File: config.mk
export PLATFORM = sky130hd
export DESIGN_NAME = wide_restoring_divider_flat
export DESIGN_NICKNAME = d
export VERILOG_FILES = /design/src/rtl/core/wrd_pkg.sv /design/src/rtl/core/wrd_stream_if.sv /design/src/rtl/core/wrd_divcore.sv /design/src/rtl/core/wide_restoring_divider.sv /design/src/flat_wrapper.sv
export VERILOG_INCLUDE_DIRS = /design/src /design/src/rtl/core
export SDC_FILE = /design/constraint.sdc
export NUM_CORES = 2
export LEC_CHECK = 0
export BUFFER_PORTS_ARGS = -buffer_cell sky130_fd_sc_hd__buf_2
export CAP_MARGIN = 20
export CORE_MARGIN = 3
export CORE_UTILIZATION = 55
export CTS_BUF_LIST = sky130_fd_sc_hd__clkbuf_8
export CTS_CLUSTER_SIZE = 12
export DETAILED_ROUTE_END_ITERATION = 12
export GPL_TIMING_DRIVEN = 0
export HOLD_SLACK_MARGIN = 0.03
export PLACE_DENSITY_LB_ADDON = 0.05
export SLEW_MARGIN = 20
export SYNTH_ARGS = -nofsm -noshare
export SYNTH_HDL_FRONTEND = slang
export SYNTH_HIERARCHICAL = 1
export SYNTH_SLANG_ARGS = --single-unit
File: constraint.sdc
create_clock -name clock -period 93.4 [get_ports clock]
set_input_delay 28.02 -clock clock [delete_from_list [all_inputs] [get_ports clock]]
set_output_delay 28.02 -clock clock [all_outputs]
set_load 0.005 [all_outputs]
File: src/rtl/core/wide_restoring_divider_defines.svh
// Assertion macros for the wide restoring divider.
// Included by the RTL modules that carry concurrent checks; expects clock and reset in scope.
`ifndef WIDE_RESTORING_DIVIDER_DEFINES_SVH
`define WIDE_RESTORING_DIVIDER_DEFINES_SVH

// same-cycle implication
`define WRD_ASSERT_NOW(label, ante, cons, msg) \
   label: assert property (@(posedge clock) disable iff (reset) (ante) |-> (cons)) \
      else $error(msg);

// next-cycle implication
`define WRD_ASSERT_NEXT(label, ante, cons, msg) \
   label: assert property (@(posedge clock) disable iff (reset) (ante) |=> (cons)) \
      else $error(msg);

`endif

File: src/rtl/core/wrd_pkg.sv
// Shared constants, payload types and state encoding for the wide restoring divider.
// No dependencies; used by the interfaces, wrd_divcore and wide_restoring_divider.
package wrd_pkg;

   localparam int WORDS  = 8;
   localparam int WORD_W = 32;
   localparam int OP_W   = WORDS * WORD_W;
   localparam int POS_W  = $clog2(WORDS + 1);
   localparam int WIDX_W = (WORDS > 1) ? $clog2(WORDS) : 1;
   localparam int BIT_W  = $clog2(OP_W);

   localparam logic [POS_W-1:0]  WORDS_POS = POS_W'(WORDS);
   localparam logic [WIDX_W-1:0] LAST_WIDX = WIDX_W'(WORDS - 1);
   localparam logic [BIT_W-1:0]  LAST_BIT  = BIT_W'(OP_W - 1);

   typedef struct packed {
      logic [WORD_W-1:0] dividend_word;
      logic [WORD_W-1:0] divisor_word;
      logic              final_word;
   } req_payload_type;

   typedef struct packed {
      logic [WORD_W-1:0] quotient_word;
      logic [WORD_W-1:0] remainder_word;
      logic              end_of_result;
   } rsp_payload_type;

   typedef enum logic [1:0] {
      ST_IDLE,
      ST_RUN,
      ST_DRAIN
   } state_type;

endpackage

File: src/rtl/core/wrd_stream_if.sv
// Valid/ready stream interfaces for the operand and result channels.
// Depends on wrd_pkg for the payload types.
interface wrd_req_if;
   logic                     valid;
   logic                     ready;
   wrd_pkg::req_payload_type payload;

   modport source (output valid, output payload, input ready);
   modport sink   (input valid, input payload, output ready);
endinterface

interface wrd_rsp_if;
   logic                     valid;
   logic                     ready;
   wrd_pkg::rsp_payload_type payload;

   modport source (output valid, output payload, input ready);
   modport sink   (input valid, input payload, output ready);
endinterface

File: src/rtl/core/wrd_divcore.sv
// Word-serial restoring division engine plus result drain.
// Depends on wrd_pkg, wrd_rsp_if and wide_restoring_divider_defines.svh.
`include "wide_restoring_divider_defines.svh"

module wrd_divcore (
   input  logic                     clock,
   input  logic                     reset,
   input  logic                     start_op,
   input  logic [wrd_pkg::OP_W-1:0] num_in,
   input  logic [wrd_pkg::OP_W-1:0] den_in,
   output logic                     idle,
   wrd_rsp_if.source                rsp
);

   wrd_pkg::state_type state_ff, state_in;

   logic [wrd_pkg::OP_W-1:0]   num_ff, num_ff_in;
   logic [wrd_pkg::OP_W-1:0]   den_ff, den_ff_in;
   logic [wrd_pkg::OP_W-1:0]   rem_ff, rem_ff_in;
   logic [wrd_pkg::OP_W-1:0]   quo_ff, quo_ff_in;
   logic [wrd_pkg::OP_W-1:0]   shf_ff, shf_ff_in;
   logic [wrd_pkg::OP_W-1:0]   dif_ff, dif_ff_in;
   logic [wrd_pkg::WIDX_W-1:0] wrd_idx_ff, wrd_idx_in;
   logic [wrd_pkg::BIT_W-1:0]  bit_cnt_ff, bit_cnt_in;
   logic                       shl_carry_ff, shl_carry_in;
   logic                       borrow_ff, borrow_in;

   logic [wrd_pkg::WORD_W-1:0] rem_w;
   logic [wrd_pkg::WORD_W-1:0] den_w;
   logic [wrd_pkg::WORD_W-1:0] shifted;
   logic [wrd_pkg::WORD_W:0]   sub;
   logic                       first_step;
   logic                       last_step;
   logic                       cin;
   logic                       bin;
   logic                       take;
   logic                       last_bit;
   logic                       rsp_xfer;

   // one word of the shift-and-subtract per cycle
   always_comb begin
      rem_w      = rem_ff[wrd_pkg::WORD_W-1:0];
      den_w      = den_ff[wrd_pkg::WORD_W-1:0];
      first_step = (wrd_idx_ff == '0);
      last_step  = (wrd_idx_ff == wrd_pkg::LAST_WIDX);
      last_bit   = (bit_cnt_ff == '0);
      cin        = first_step ? num_ff[wrd_pkg::OP_W-1] : shl_carry_ff;
      bin        = first_step ? 1'b0 : borrow_ff;
      shifted    = {rem_w[wrd_pkg::WORD_W-2:0], cin};
      sub        = {1'b0, shifted} - {1'b0, den_w} - {{wrd_pkg::WORD_W{1'b0}}, bin};
      // bit leaving the top of the remainder forces the subtract
      take       = rem_w[wrd_pkg::WORD_W-1] | ~sub[wrd_pkg::WORD_W];
      rsp_xfer   = rsp.valid & rsp.ready;
   end

   // next state
   always_comb begin
      state_in = state_ff;
      unique case (state_ff)
         wrd_pkg::ST_IDLE: begin
            if (start_op) state_in = wrd_pkg::ST_RUN;
         end
         wrd_pkg::ST_RUN: begin
            if (last_step && last_bit) state_in = wrd_pkg::ST_DRAIN;
         end
         wrd_pkg::ST_DRAIN: begin
            if (rsp_xfer && last_step) state_in = wrd_pkg::ST_IDLE;
         end
         default: state_in = wrd_pkg::ST_IDLE;
      endcase
   end

   // outputs
   always_comb begin
      idle      = (state_ff == wrd_pkg::ST_IDLE);
      rsp.valid = (state_ff == wrd_pkg::ST_DRAIN);
      rsp.payload.quotient_word  = quo_ff[wrd_pkg::WORD_W-1:0];
      rsp.payload.remainder_word = rem_ff[wrd_pkg::WORD_W-1:0];
      rsp.payload.end_of_result  = last_step;
   end

   // datapath
   always_comb begin
      num_ff_in    = num_ff;
      den_ff_in    = den_ff;
      rem_ff_in    = rem_ff;
      quo_ff_in    = quo_ff;
      shf_ff_in    = shf_ff;
      dif_ff_in    = dif_ff;
      wrd_idx_in   = wrd_idx_ff;
      bit_cnt_in   = bit_cnt_ff;
      shl_carry_in = shl_carry_ff;
      borrow_in    = borrow_ff;
      unique case (state_ff)
         wrd_pkg::ST_IDLE: begin
            if (start_op) begin
               num_ff_in  = num_in;
               den_ff_in  = den_in;
               rem_ff_in  = '0;
               quo_ff_in  = '0;
               wrd_idx_in = '0;
               bit_cnt_in = wrd_pkg::LAST_BIT;
            end
         end
         wrd_pkg::ST_RUN: begin
            den_ff_in    = (den_ff >> wrd_pkg::WORD_W)
                         | ({{(wrd_pkg::OP_W-wrd_pkg::WORD_W){1'b0}}, den_w}
                            << (wrd_pkg::OP_W - wrd_pkg::WORD_W));
            shl_carry_in = rem_w[wrd_pkg::WORD_W-1];
            borrow_in    = sub[wrd_pkg::WORD_W];
            if (last_step) begin
               wrd_idx_in = '0;
               bit_cnt_in = bit_cnt_ff - 1'b1;
               num_ff_in  = num_ff << 1;
               quo_ff_in  = {quo_ff[wrd_pkg::OP_W-2:0], take};
               if (take) begin
                  rem_ff_in = (dif_ff >> wrd_pkg::WORD_W)
                            | ({{(wrd_pkg::OP_W-wrd_pkg::WORD_W){1'b0}},
                                sub[wrd_pkg::WORD_W-1:0]}
                               << (wrd_pkg::OP_W - wrd_pkg::WORD_W));
               end else begin
                  rem_ff_in = (shf_ff >> wrd_pkg::WORD_W)
                            | ({{(wrd_pkg::OP_W-wrd_pkg::WORD_W){1'b0}}, shifted}
                               << (wrd_pkg::OP_W - wrd_pkg::WORD_W));
               end
            end else begin
               wrd_idx_in = wrd_idx_ff + 1'b1;
               rem_ff_in  = rem_ff >> wrd_pkg::WORD_W;
               shf_ff_in  = (shf_ff >> wrd_pkg::WORD_W)
                          | ({{(wrd_pkg::OP_W-wrd_pkg::WORD_W){1'b0}}, shifted}
                             << (wrd_pkg::OP_W - wrd_pkg::WORD_W));
               dif_ff_in  = (dif_ff >> wrd_pkg::WORD_W)
                          | ({{(wrd_pkg::OP_W-wrd_pkg::WORD_W){1'b0}},
                              sub[wrd_pkg::WORD_W-1:0]}
                             << (wrd_pkg::OP_W - wrd_pkg::WORD_W));
            end
         end
         wrd_pkg::ST_DRAIN: begin
            if (rsp_xfer) begin
               quo_ff_in  = quo_ff >> wrd_pkg::WORD_W;
               rem_ff_in  = rem_ff >> wrd_pkg::WORD_W;
               wrd_idx_in = last_step ? '0 : wrd_idx_ff + 1'b1;
            end
         end
         default: ;
      endcase
   end

   always_ff @(posedge clock) begin
      if (reset) begin
         state_ff     <= wrd_pkg::ST_IDLE;
         wrd_idx_ff   <= '0;
         bit_cnt_ff   <= '0;
         shl_carry_ff <= 1'b0;
         borrow_ff    <= 1'b0;
      end else begin
         state_ff     <= state_in;
         wrd_idx_ff   <= wrd_idx_in;
         bit_cnt_ff   <= bit_cnt_in;
         shl_carry_ff <= shl_carry_in;
         borrow_ff    <= borrow_in;
      end
   end

   always_ff @(posedge clock) begin
      num_ff <= num_ff_in;
      den_ff <= den_ff_in;
      rem_ff <= rem_ff_in;
      quo_ff <= quo_ff_in;
      shf_ff <= shf_ff_in;
      dif_ff <= dif_ff_in;
   end

   `WRD_ASSERT_NOW(a_start_when_idle, start_op, idle, "start while engine busy")
   `WRD_ASSERT_NOW(a_no_rsp_when_idle, idle, !rsp.valid, "result shown while idle")
   `WRD_ASSERT_NEXT(a_run_to_drain, (state_ff == wrd_pkg::ST_RUN) && last_step && last_bit,
      rsp.valid && (wrd_idx_ff == '0), "division did not hand over to drain")
   `WRD_ASSERT_NEXT(a_drain_done, rsp_xfer && rsp.payload.end_of_result, idle,
      "engine not idle after last result transfer")

endmodule

File: src/rtl/core/wide_restoring_divider.sv
// Top level of the wide restoring divider: operand word stores, load position and engine.
// Depends on wrd_pkg, wrd_req_if, wrd_rsp_if and wrd_divcore.
//
//   channel   dir  handshake          payload
//   req_chan  in   valid/ready        dividend_word, divisor_word, final_word
//   rsp_chan  out  valid/ready        quotient_word, remainder_word, end_of_result
//
// Operand word pairs are accepted while the engine is idle. The final word starts the
// engine, which does one 32-bit subtract per cycle; each quotient bit is one pass of the
// word-serial remainder loop over all WORDS words of the remainder.
// WORDS result transfers follow, one per cycle while rsp_chan.ready is high.
// req_chan.ready is low from after the final transfer until after the last result transfer.
// Reset is synchronous; the operand stores are not cleared and never read unwritten.
module wide_restoring_divider (
   input  logic      clock,
   input  logic      reset,
   wrd_req_if.sink   req_chan,
   wrd_rsp_if.source rsp_chan
);

   logic [wrd_pkg::WORD_W-1:0] div_store_ff [wrd_pkg::WORDS];
   logic [wrd_pkg::WORD_W-1:0] dsr_store_ff [wrd_pkg::WORDS];
   logic [wrd_pkg::POS_W-1:0]  load_pos_ff, load_pos_in;
   logic [wrd_pkg::POS_W-1:0]  pos_next;
   logic [wrd_pkg::OP_W-1:0]   num_vec;
   logic [wrd_pkg::OP_W-1:0]   den_vec;
   logic                       room;
   logic                       req_xfer;
   logic                       start_op;
   logic                       core_idle;

   assign req_chan.ready = core_idle;
   assign req_xfer       = req_chan.valid & req_chan.ready;
   assign room           = (load_pos_ff < wrd_pkg::WORDS_POS);
   assign pos_next       = load_pos_ff + {{(wrd_pkg::POS_W-1){1'b0}}, room};
   assign start_op       = req_xfer & req_chan.payload.final_word;

   // operand as seen after this transfer; unloaded positions read as zero
   always_comb begin
      for (int k = 0; k < wrd_pkg::WORDS; k++) begin
         if (room && (load_pos_ff == k[wrd_pkg::POS_W-1:0])) begin
            num_vec[k*wrd_pkg::WORD_W +: wrd_pkg::WORD_W] = req_chan.payload.dividend_word;
            den_vec[k*wrd_pkg::WORD_W +: wrd_pkg::WORD_W] = req_chan.payload.divisor_word;
         end else if (k[wrd_pkg::POS_W-1:0] < pos_next) begin
            num_vec[k*wrd_pkg::WORD_W +: wrd_pkg::WORD_W] = div_store_ff[k];
            den_vec[k*wrd_pkg::WORD_W +: wrd_pkg::WORD_W] = dsr_store_ff[k];
         end else begin
            num_vec[k*wrd_pkg::WORD_W +: wrd_pkg::WORD_W] = '0;
            den_vec[k*wrd_pkg::WORD_W +: wrd_pkg::WORD_W] = '0;
         end
      end
   end

   always_comb begin
      load_pos_in = load_pos_ff;
      priority if (start_op) begin
         load_pos_in = '0;
      end else if (req_xfer) begin
         load_pos_in = pos_next;
      end else begin
         load_pos_in = load_pos_ff;
      end
   end

   always_ff @(posedge clock) begin
      if (reset) begin
         load_pos_ff <= '0;
      end else begin
         load_pos_ff <= load_pos_in;
      end
   end

   always_ff @(posedge clock) begin
      if (req_xfer && room) begin
         div_store_ff[load_pos_ff[wrd_pkg::WIDX_W-1:0]] <= req_chan.payload.dividend_word;
         dsr_store_ff[load_pos_ff[wrd_pkg::WIDX_W-1:0]] <= req_chan.payload.divisor_word;
      end
   end

   wrd_divcore u_divcore (
      .clock    (clock),
      .reset    (reset),
      .start_op (start_op),
      .num_in   (num_vec),
      .den_in   (den_vec),
      .idle     (core_idle),
      .rsp      (rsp_chan)
   );

endmodule
File: src/flat_wrapper.sv
// flat-port wrapper written by rule: the top's interface ports become plain ports
module wide_restoring_divider_flat 
  (clock, reset, req_chan_valid, req_chan_payload, req_chan_ready, rsp_chan_valid, rsp_chan_payload, rsp_chan_ready);
  wrd_req_if req_chan_i ();
  wrd_rsp_if rsp_chan_i ();
  input  logic clock;
  input  logic reset;
  input wire logic [$bits(req_chan_i.valid)-1:0] req_chan_valid;
  input wire logic [$bits(req_chan_i.payload)-1:0] req_chan_payload;
  output wire logic [$bits(req_chan_i.ready)-1:0] req_chan_ready;
  output wire logic [$bits(rsp_chan_i.valid)-1:0] rsp_chan_valid;
  output wire logic [$bits(rsp_chan_i.payload)-1:0] rsp_chan_payload;
  input wire logic [$bits(rsp_chan_i.ready)-1:0] rsp_chan_ready;
  assign req_chan_i.valid = req_chan_valid;
  assign req_chan_i.payload = req_chan_payload;
  assign req_chan_ready = req_chan_i.ready;
  assign rsp_chan_valid = rsp_chan_i.valid;
  assign rsp_chan_payload = rsp_chan_i.payload;
  assign rsp_chan_i.ready = rsp_chan_ready;
  wide_restoring_divider u_core (.clock(clock), .reset(reset), .req_chan(req_chan_i), .rsp_chan(rsp_chan_i));
endmodule
**Yosys cells after proc, flatten, opt, wreduce, memory -nomap -nowiden**

Memories as Yosys holds them, arrays and structs flattened.
Index checks and enable logic that the tools add are counted.

- Register bits after elaboration: 1555
- Memory bits (writable): 512
- Output and inout bits: 67
- Memories: 2

Memories:

| name | depth | bits a word | rd ports | clocked after Yosys merged registers in | write ports | line | source |
|---|---|---|---|---|---|---|---|
| u_core.div_store_ff | 8 | 32 | 8 | 0 | 1 | wide_restoring_divider.sv:21 | `logic [wrd_pkg::WORD_W-1:0] div_store_ff [wrd_pkg::WORDS];` |
| u_core.dsr_store_ff | 8 | 32 | 8 | 0 | 1 | wide_restoring_divider.sv:22 | `logic [wrd_pkg::WORD_W-1:0] dsr_store_ff [wrd_pkg::WORDS];` |

- Add/subtract/negate cells: 5
- Magnitude comparators: 9
- Eq/ne operators: 15
- Muxes and demuxes: 60
- Bitwise logic cells: 9
- Reductions and logical operators: 24

Operators with widths:

| kind | count |
|---|---|
| $mux 256 | 9 |
| $pmux 256 s3 | 2 |
| $mux 32 | 32 |
| $pmux 256 s2 | 2 |
| $or 224x256->256 | 3 |
| $sub 32x32->33 | 1 |
| $sub 33x1->33 | 1 |
| $eq 4x3->1 const B | 4 |
| $lt 3x4->1 const A | 4 |
| $mux 8 | 2 |
| $pmux 8 s2 | 1 |
| $logic_and 1x1->1 | 11 |
| $mux 3 | 3 |
| $pmux 3 s3 | 1 |
| $reduce_and 3->1 | 3 |
| $eq 4x2->1 const B | 2 |
| $logic_not 8->1 | 1 |
| $lt 1x4->1 const A | 2 |
| $lt 2x4->1 const A | 2 |
| $sub 8x1->8 const B | 1 |
| $mux 2 | 3 |
| $ne 2x2->1 const B | 3 |
| $pmux 2 s3 | 1 |
| $add 4x1->4 | 1 |
| 19 further kinds | 27 |

**Logic depth before layout (Yosys ltp)**

- Depth in word-level cells: 9
- Gate-level depth with buffers: 21
- Depth with buffers taken out: 18

**By module**

Netlist, hierarchy kept.

By module, submodules not included:

| module | times used | cells each | area an instance (um2) | seq. area each (um2) |
|---|---|---|---|---|
| wrd_divcore | 1 | 3971 | 62522.5 | 44502.7 |
| wide_restoring_divider | 1 | 2210 | 23166.0 | 15454.8 |

**Worst setup path before layout**

Ideal clock, no wire load.

- Kind: register -> register
- Start point: reg u_core/u_divcore/wrd_idx_ff[0] (netlist name)
- End point: reg u_core/u_divcore/num_ff[0] (netlist name) (enable)
- Library setup time: 9.505 ns
- Arrival time: 79.737 ns
- Data required time: 83.895 ns
- Setup slack: 4.158 ns
- Cell stages (with the launch flop): 5
- Cell sequence: dfxtp_1 -> ha_1 -> ha_1 -> nor2b_1 -> nor2b_1

- Word-level cells in the longest chain between the ends: 3

RTL lines:

| item | line | source |
|---|---|---|
| start, declared | wrd_divcore.sv:23 | `logic [wrd_pkg::WIDX_W-1:0] wrd_idx_ff, wrd_idx_in;` |
| start signal, assigned | wrd_divcore.sv:158 | `wrd_idx_ff <= wrd_idx_in;` |
| $eq 3x3->1 | wrd_divcore.sv:45 | `last_step = (wrd_idx_ff == wrd_pkg::LAST_WIDX);` |
| via u_core.u_divcore.last_step | wrd_divcore.sv:33 | `logic last_step;` |
| $ne 2x2->1 (no line) | -- |  |
| $reduce_and 3->1 (no line) | -- |  |
| end signal, assigned | wrd_divcore.sv:166 | `num_ff <= num_ff_in;` |
| end, declared | wrd_divcore.sv:17 | `logic [wrd_pkg::OP_W-1:0] num_ff, num_ff_in;` |

The timed path passes the listed nets, and every way through them passes these cells.
A chain may end at the register's enable or synchronous reset.

**Worst setup path in the final report**

- Start point: reg u_core/u_divcore/wrd_idx_ff[0] (netlist name)
- End point: out rsp_chan_payload[0]

- Word-level cells in the longest chain between the ends: 1

RTL lines:

| item | line | source |
|---|---|---|
| $eq 3x3->1 | wrd_divcore.sv:45 |  |
| end, declared | flat_wrapper.sv:12 | `output wire logic [$bits(rsp_chan_i.payload)-1:0] rsp_chan_payload;` |

Every way passes these cells.

==> impl_metrics.yaml <==
synthesis:
  syn_avg_cell_area_um2: 13.9
  yosys_register_bits: 2003
  synth-edff-count: 1984
  ys_async_sr_fraction_pct: 0
  synth.cell_area_mm2: 0.0857
  synth_cell_types: 68
  syn_inst: 6181
  synth_top_flop_cell: "edfxtp_1"
  yosysWarnings: 6
  ys_seq_area_share_pct: 70.0
  synth_fp_nets: 6324
die:
  die-area_mm2: 0.161
  num_rows: 144
  io_pins: 136
  dieHeight_um: 401
  die_w_um: 401
  start_util_pct: 55.5
  core-area_mm2: 0.154
cts:
  cts.path.max_buffers: 4
  cts_tree: "yes"
  post_cts.repair.setup_buffers: 0
  root_buffer: "clkbuf_8"
  cts_max_level: 5
  cts_buffers: 342
  post_cts_resized: 0
  ctsHoldBuffers: 0
  clkSinkCount: 2003
  clock_latency_ps: 1010
  clk_pin_slew_ps: 60
hold_path:
  hp-class: "flip-flop to flip-flop"
  min_to: "u_core/u_divcore/dif_ff[160]"
  worstHoldStart: "u_core/u_divcore/dif_ff[192]"
  hold_depth: 0
global_routing:
  grt-ovfl-total: 0
  gr-usage-all-layers_pct: 25.7
  grt_max_degree: 93
  antenna_found_initial: 32
  grt_pass1_vias: 51577
  grt_pass1_wl_mm: 315
layout:
  final_cell_mix: "1984 x edfxtp_1, 1210 x nand2_1, 597 x o21ai_0, 513 x mux2_2, 353 x clkbuf_8"
  layout_commonest_cell: "edfxtp_1"
  fin_cells: 9042
  drive_above_1_share_pct: 19.9
  area_growth_pct: 12.9
  finalNetCount: 6890
  fillers: 11598
critical_path:
  cp-end-kind: "primary output"
  critPathRequiredTime_ps: 65380
  r2r-start: "u_core/u_divcore/wrd_idx_ff[0]"
  r2r-end: "u_core/u_divcore/rem_ff[9]"
  crit_fanout: 9
  ff2ff_path_depth: 20
  start_kind: "flip-flop"
  regToRegSetupSlack_ps: 87220
  cp.arrival_ps: 2260
  path_class: "flip-flop to primary output"
sta:
  drv_slew: 0
  post-route-min-period_ps: 30280
  rsz0062_at_grt: "false"
  hold_viol: 0
  setup_viol: 0
  worstMarginPinSlew_ps: 1180
  slew_headroom_pct: 21.2
  max_freq_mhz: 33.0
  fin_crit_sh_pct: 32.4
  skew_ps: 56.4
  fin_setup_tns_ps: 0
route:
  wl_per_cell_um: 23.1
  first_pass_iters: 6
  ant_nets: 0
  drc_errors: 0
  drt_wl_total_mm: 209
  num_vias: 50851
  via_per_inst: 5.62
  drtIter0Drc: 4419
power:
  leakagePower_nw: 34.2
  peakVddDrop_uv: 19.6
  power_density_mw_per_mm2: 32.5
placed_design:
  dpl.cell_count: 8446
  io_buffers: 135
  globalplace.congestion: 0.872
  dp.final_hpwl_mm: 143
run_status:
  status: "completed"
run:
  drv_cap: 0
## cells by family (layout without fill, tap and decap cells)
kind of cell / count (synthesis) / after routing / synth area share [%]
buffers and inverters: 622 / 1419 / 3.39
other: 0 / 20 / 0
adders and majority gates: 74 / 74 / 1.10
xor gates and xnor gates: 39 / 39 / 0.399
muxes: 743 / 743 / 9.44
and+or+nand+nor: 1596 / 1596 / 8.07
AOI/OAI and AO/OA: 1104 / 1104 / 7.64
DFF: 2003 / 2003 / 70.0
## layer usage
metal	share of wire [%]	GRT usage [%]	wire length, um	vias up
met2	48	41.9	99500	1746
met5	0.026	0	54	-
met1	43	35.0	89300	24977
li1	-	-	-	23774
met4	2.7	8.56	5610	8
met3	6.8	5.17	14300	346
## worst max path at each step
stage                                               from                            to  cells past startpoint
after floorplan           u_core/u_divcore/wrd_idx_ff[0]    u_core/u_divcore/num_ff[0]                      4
after global placement      u_core/u_divcore/state_ff[1]  u_core/u_divcore/num_ff[105]                      5
after detailed placement             req_chan_payload[0]   u_core/u_divcore/quo_ff[13]                     10
after CTS                 u_core/u_divcore/wrd_idx_ff[0]           rsp_chan_payload[0]                      4
after global routing      u_core/u_divcore/wrd_idx_ff[0]           rsp_chan_payload[0]                      4
final                     u_core/u_divcore/wrd_idx_ff[0]           rsp_chan_payload[0]                      4
## cell usage after synthesis, drive strengths merged, types with 2 or more instances
cell	count	area [um^2]
xor2	12	105
o211ai	5	37.5
xnor2	27	236
a31o	2	17.5
nor4	3	48.8
a21o	14	105
nor3b	4	30.0
o311ai	2	17.5
and4	2	17.5
mux2i	228	2280
o41a	2	32.5
nor2b	235	1470
nor2	54	218
o21bai	5	37.5
or4	2	15.0
a21oi	61	305
nor3	10	88.8
a22o	64	561
a211oi	10	92.6
a22oi	225	1690
a221oi	2	17.5
a31oi	9	62.6
clkbuf	343	1380
and2	37	234
inv	108	405
o21ai	691	3470
o21a	2	15.0
or3	3	18.8
buf	171	1120
nand4	5	31.3
a21boi	2	15.0
or2	2	12.5
and3	8	50.1
ha	72	901
fa	2	40.0
edfxtp	1984	59600
dfxtp	19	380
nand2b	7	51.3
nand3	13	75.1
nand2	1210	4540
mux2	515	5800
a2111oi	2	17.5
## worst max-delay path: stages (launching register included)
cell	delay [ps]
dfxtp_1	380
ha_1	170
ha_1	400
buf_4	220
buf_2	110
## registers in the layout, indices dropped and copies added (netlist names)
name	flops
u_core/div_store_ff	256
u_core/dsr_store_ff	256
u_core/load_pos_ff	4
u_core/u_divcore/bit_cnt_ff	8
u_core/u_divcore/borrow_ff	1
u_core/u_divcore/den_ff	256
u_core/u_divcore/dif_ff	224
u_core/u_divcore/num_ff	256
u_core/u_divcore/quo_ff	256
u_core/u_divcore/rem_ff	256
u_core/u_divcore/shf_ff	224
u_core/u_divcore/shl_carry_ff	1
u_core/u_divcore/state_ff	2
u_core/u_divcore/wrd_idx_ff	3
## stage by stage
stage / cell area (um^2) / utilization [%] / hold slack, ps / worst slack [ps] / total power [mW]
after global routing: 96700 / 62.6 / 449 / 62970 / 3.30
after detailed placement: 90800 / 58.8 / 433 / 62470 / 2.45
after global placement: 88900 / 57.6 / 430 / -83770 / 2.69
after CTS: 96700 / 62.6 / 426 / 63010 / 3.16
final: 96800 / 62.7 / 430 / 63120 / 3.14
after floorplan: 85700 / - / 426 / 4160 / 2.27
## where the power goes
group,total [mW],switching (mW),internal (mW)
registers,1.48,0.118,1.36
clock network,0.707,0.338,0.369
logic,0.957,0.577,0.381
## area by class of cell
type	count	area, um^2	area share (%)
Antenna cell	20	50.0	0.0517
Buffer	514	2500	2.58
Clock buffer	353	4860	5.02
Clock inverter	222	1080	1.11
Inverter	108	413	0.427
Multi-Input combinational cell	3556	22900	23.7
Sequential cell	2003	60000	62.0
Tap cell	2044	2560	2.64
Timing Repair Buffer	222	2400	2.48
Power figures use the tool's default switching activity.
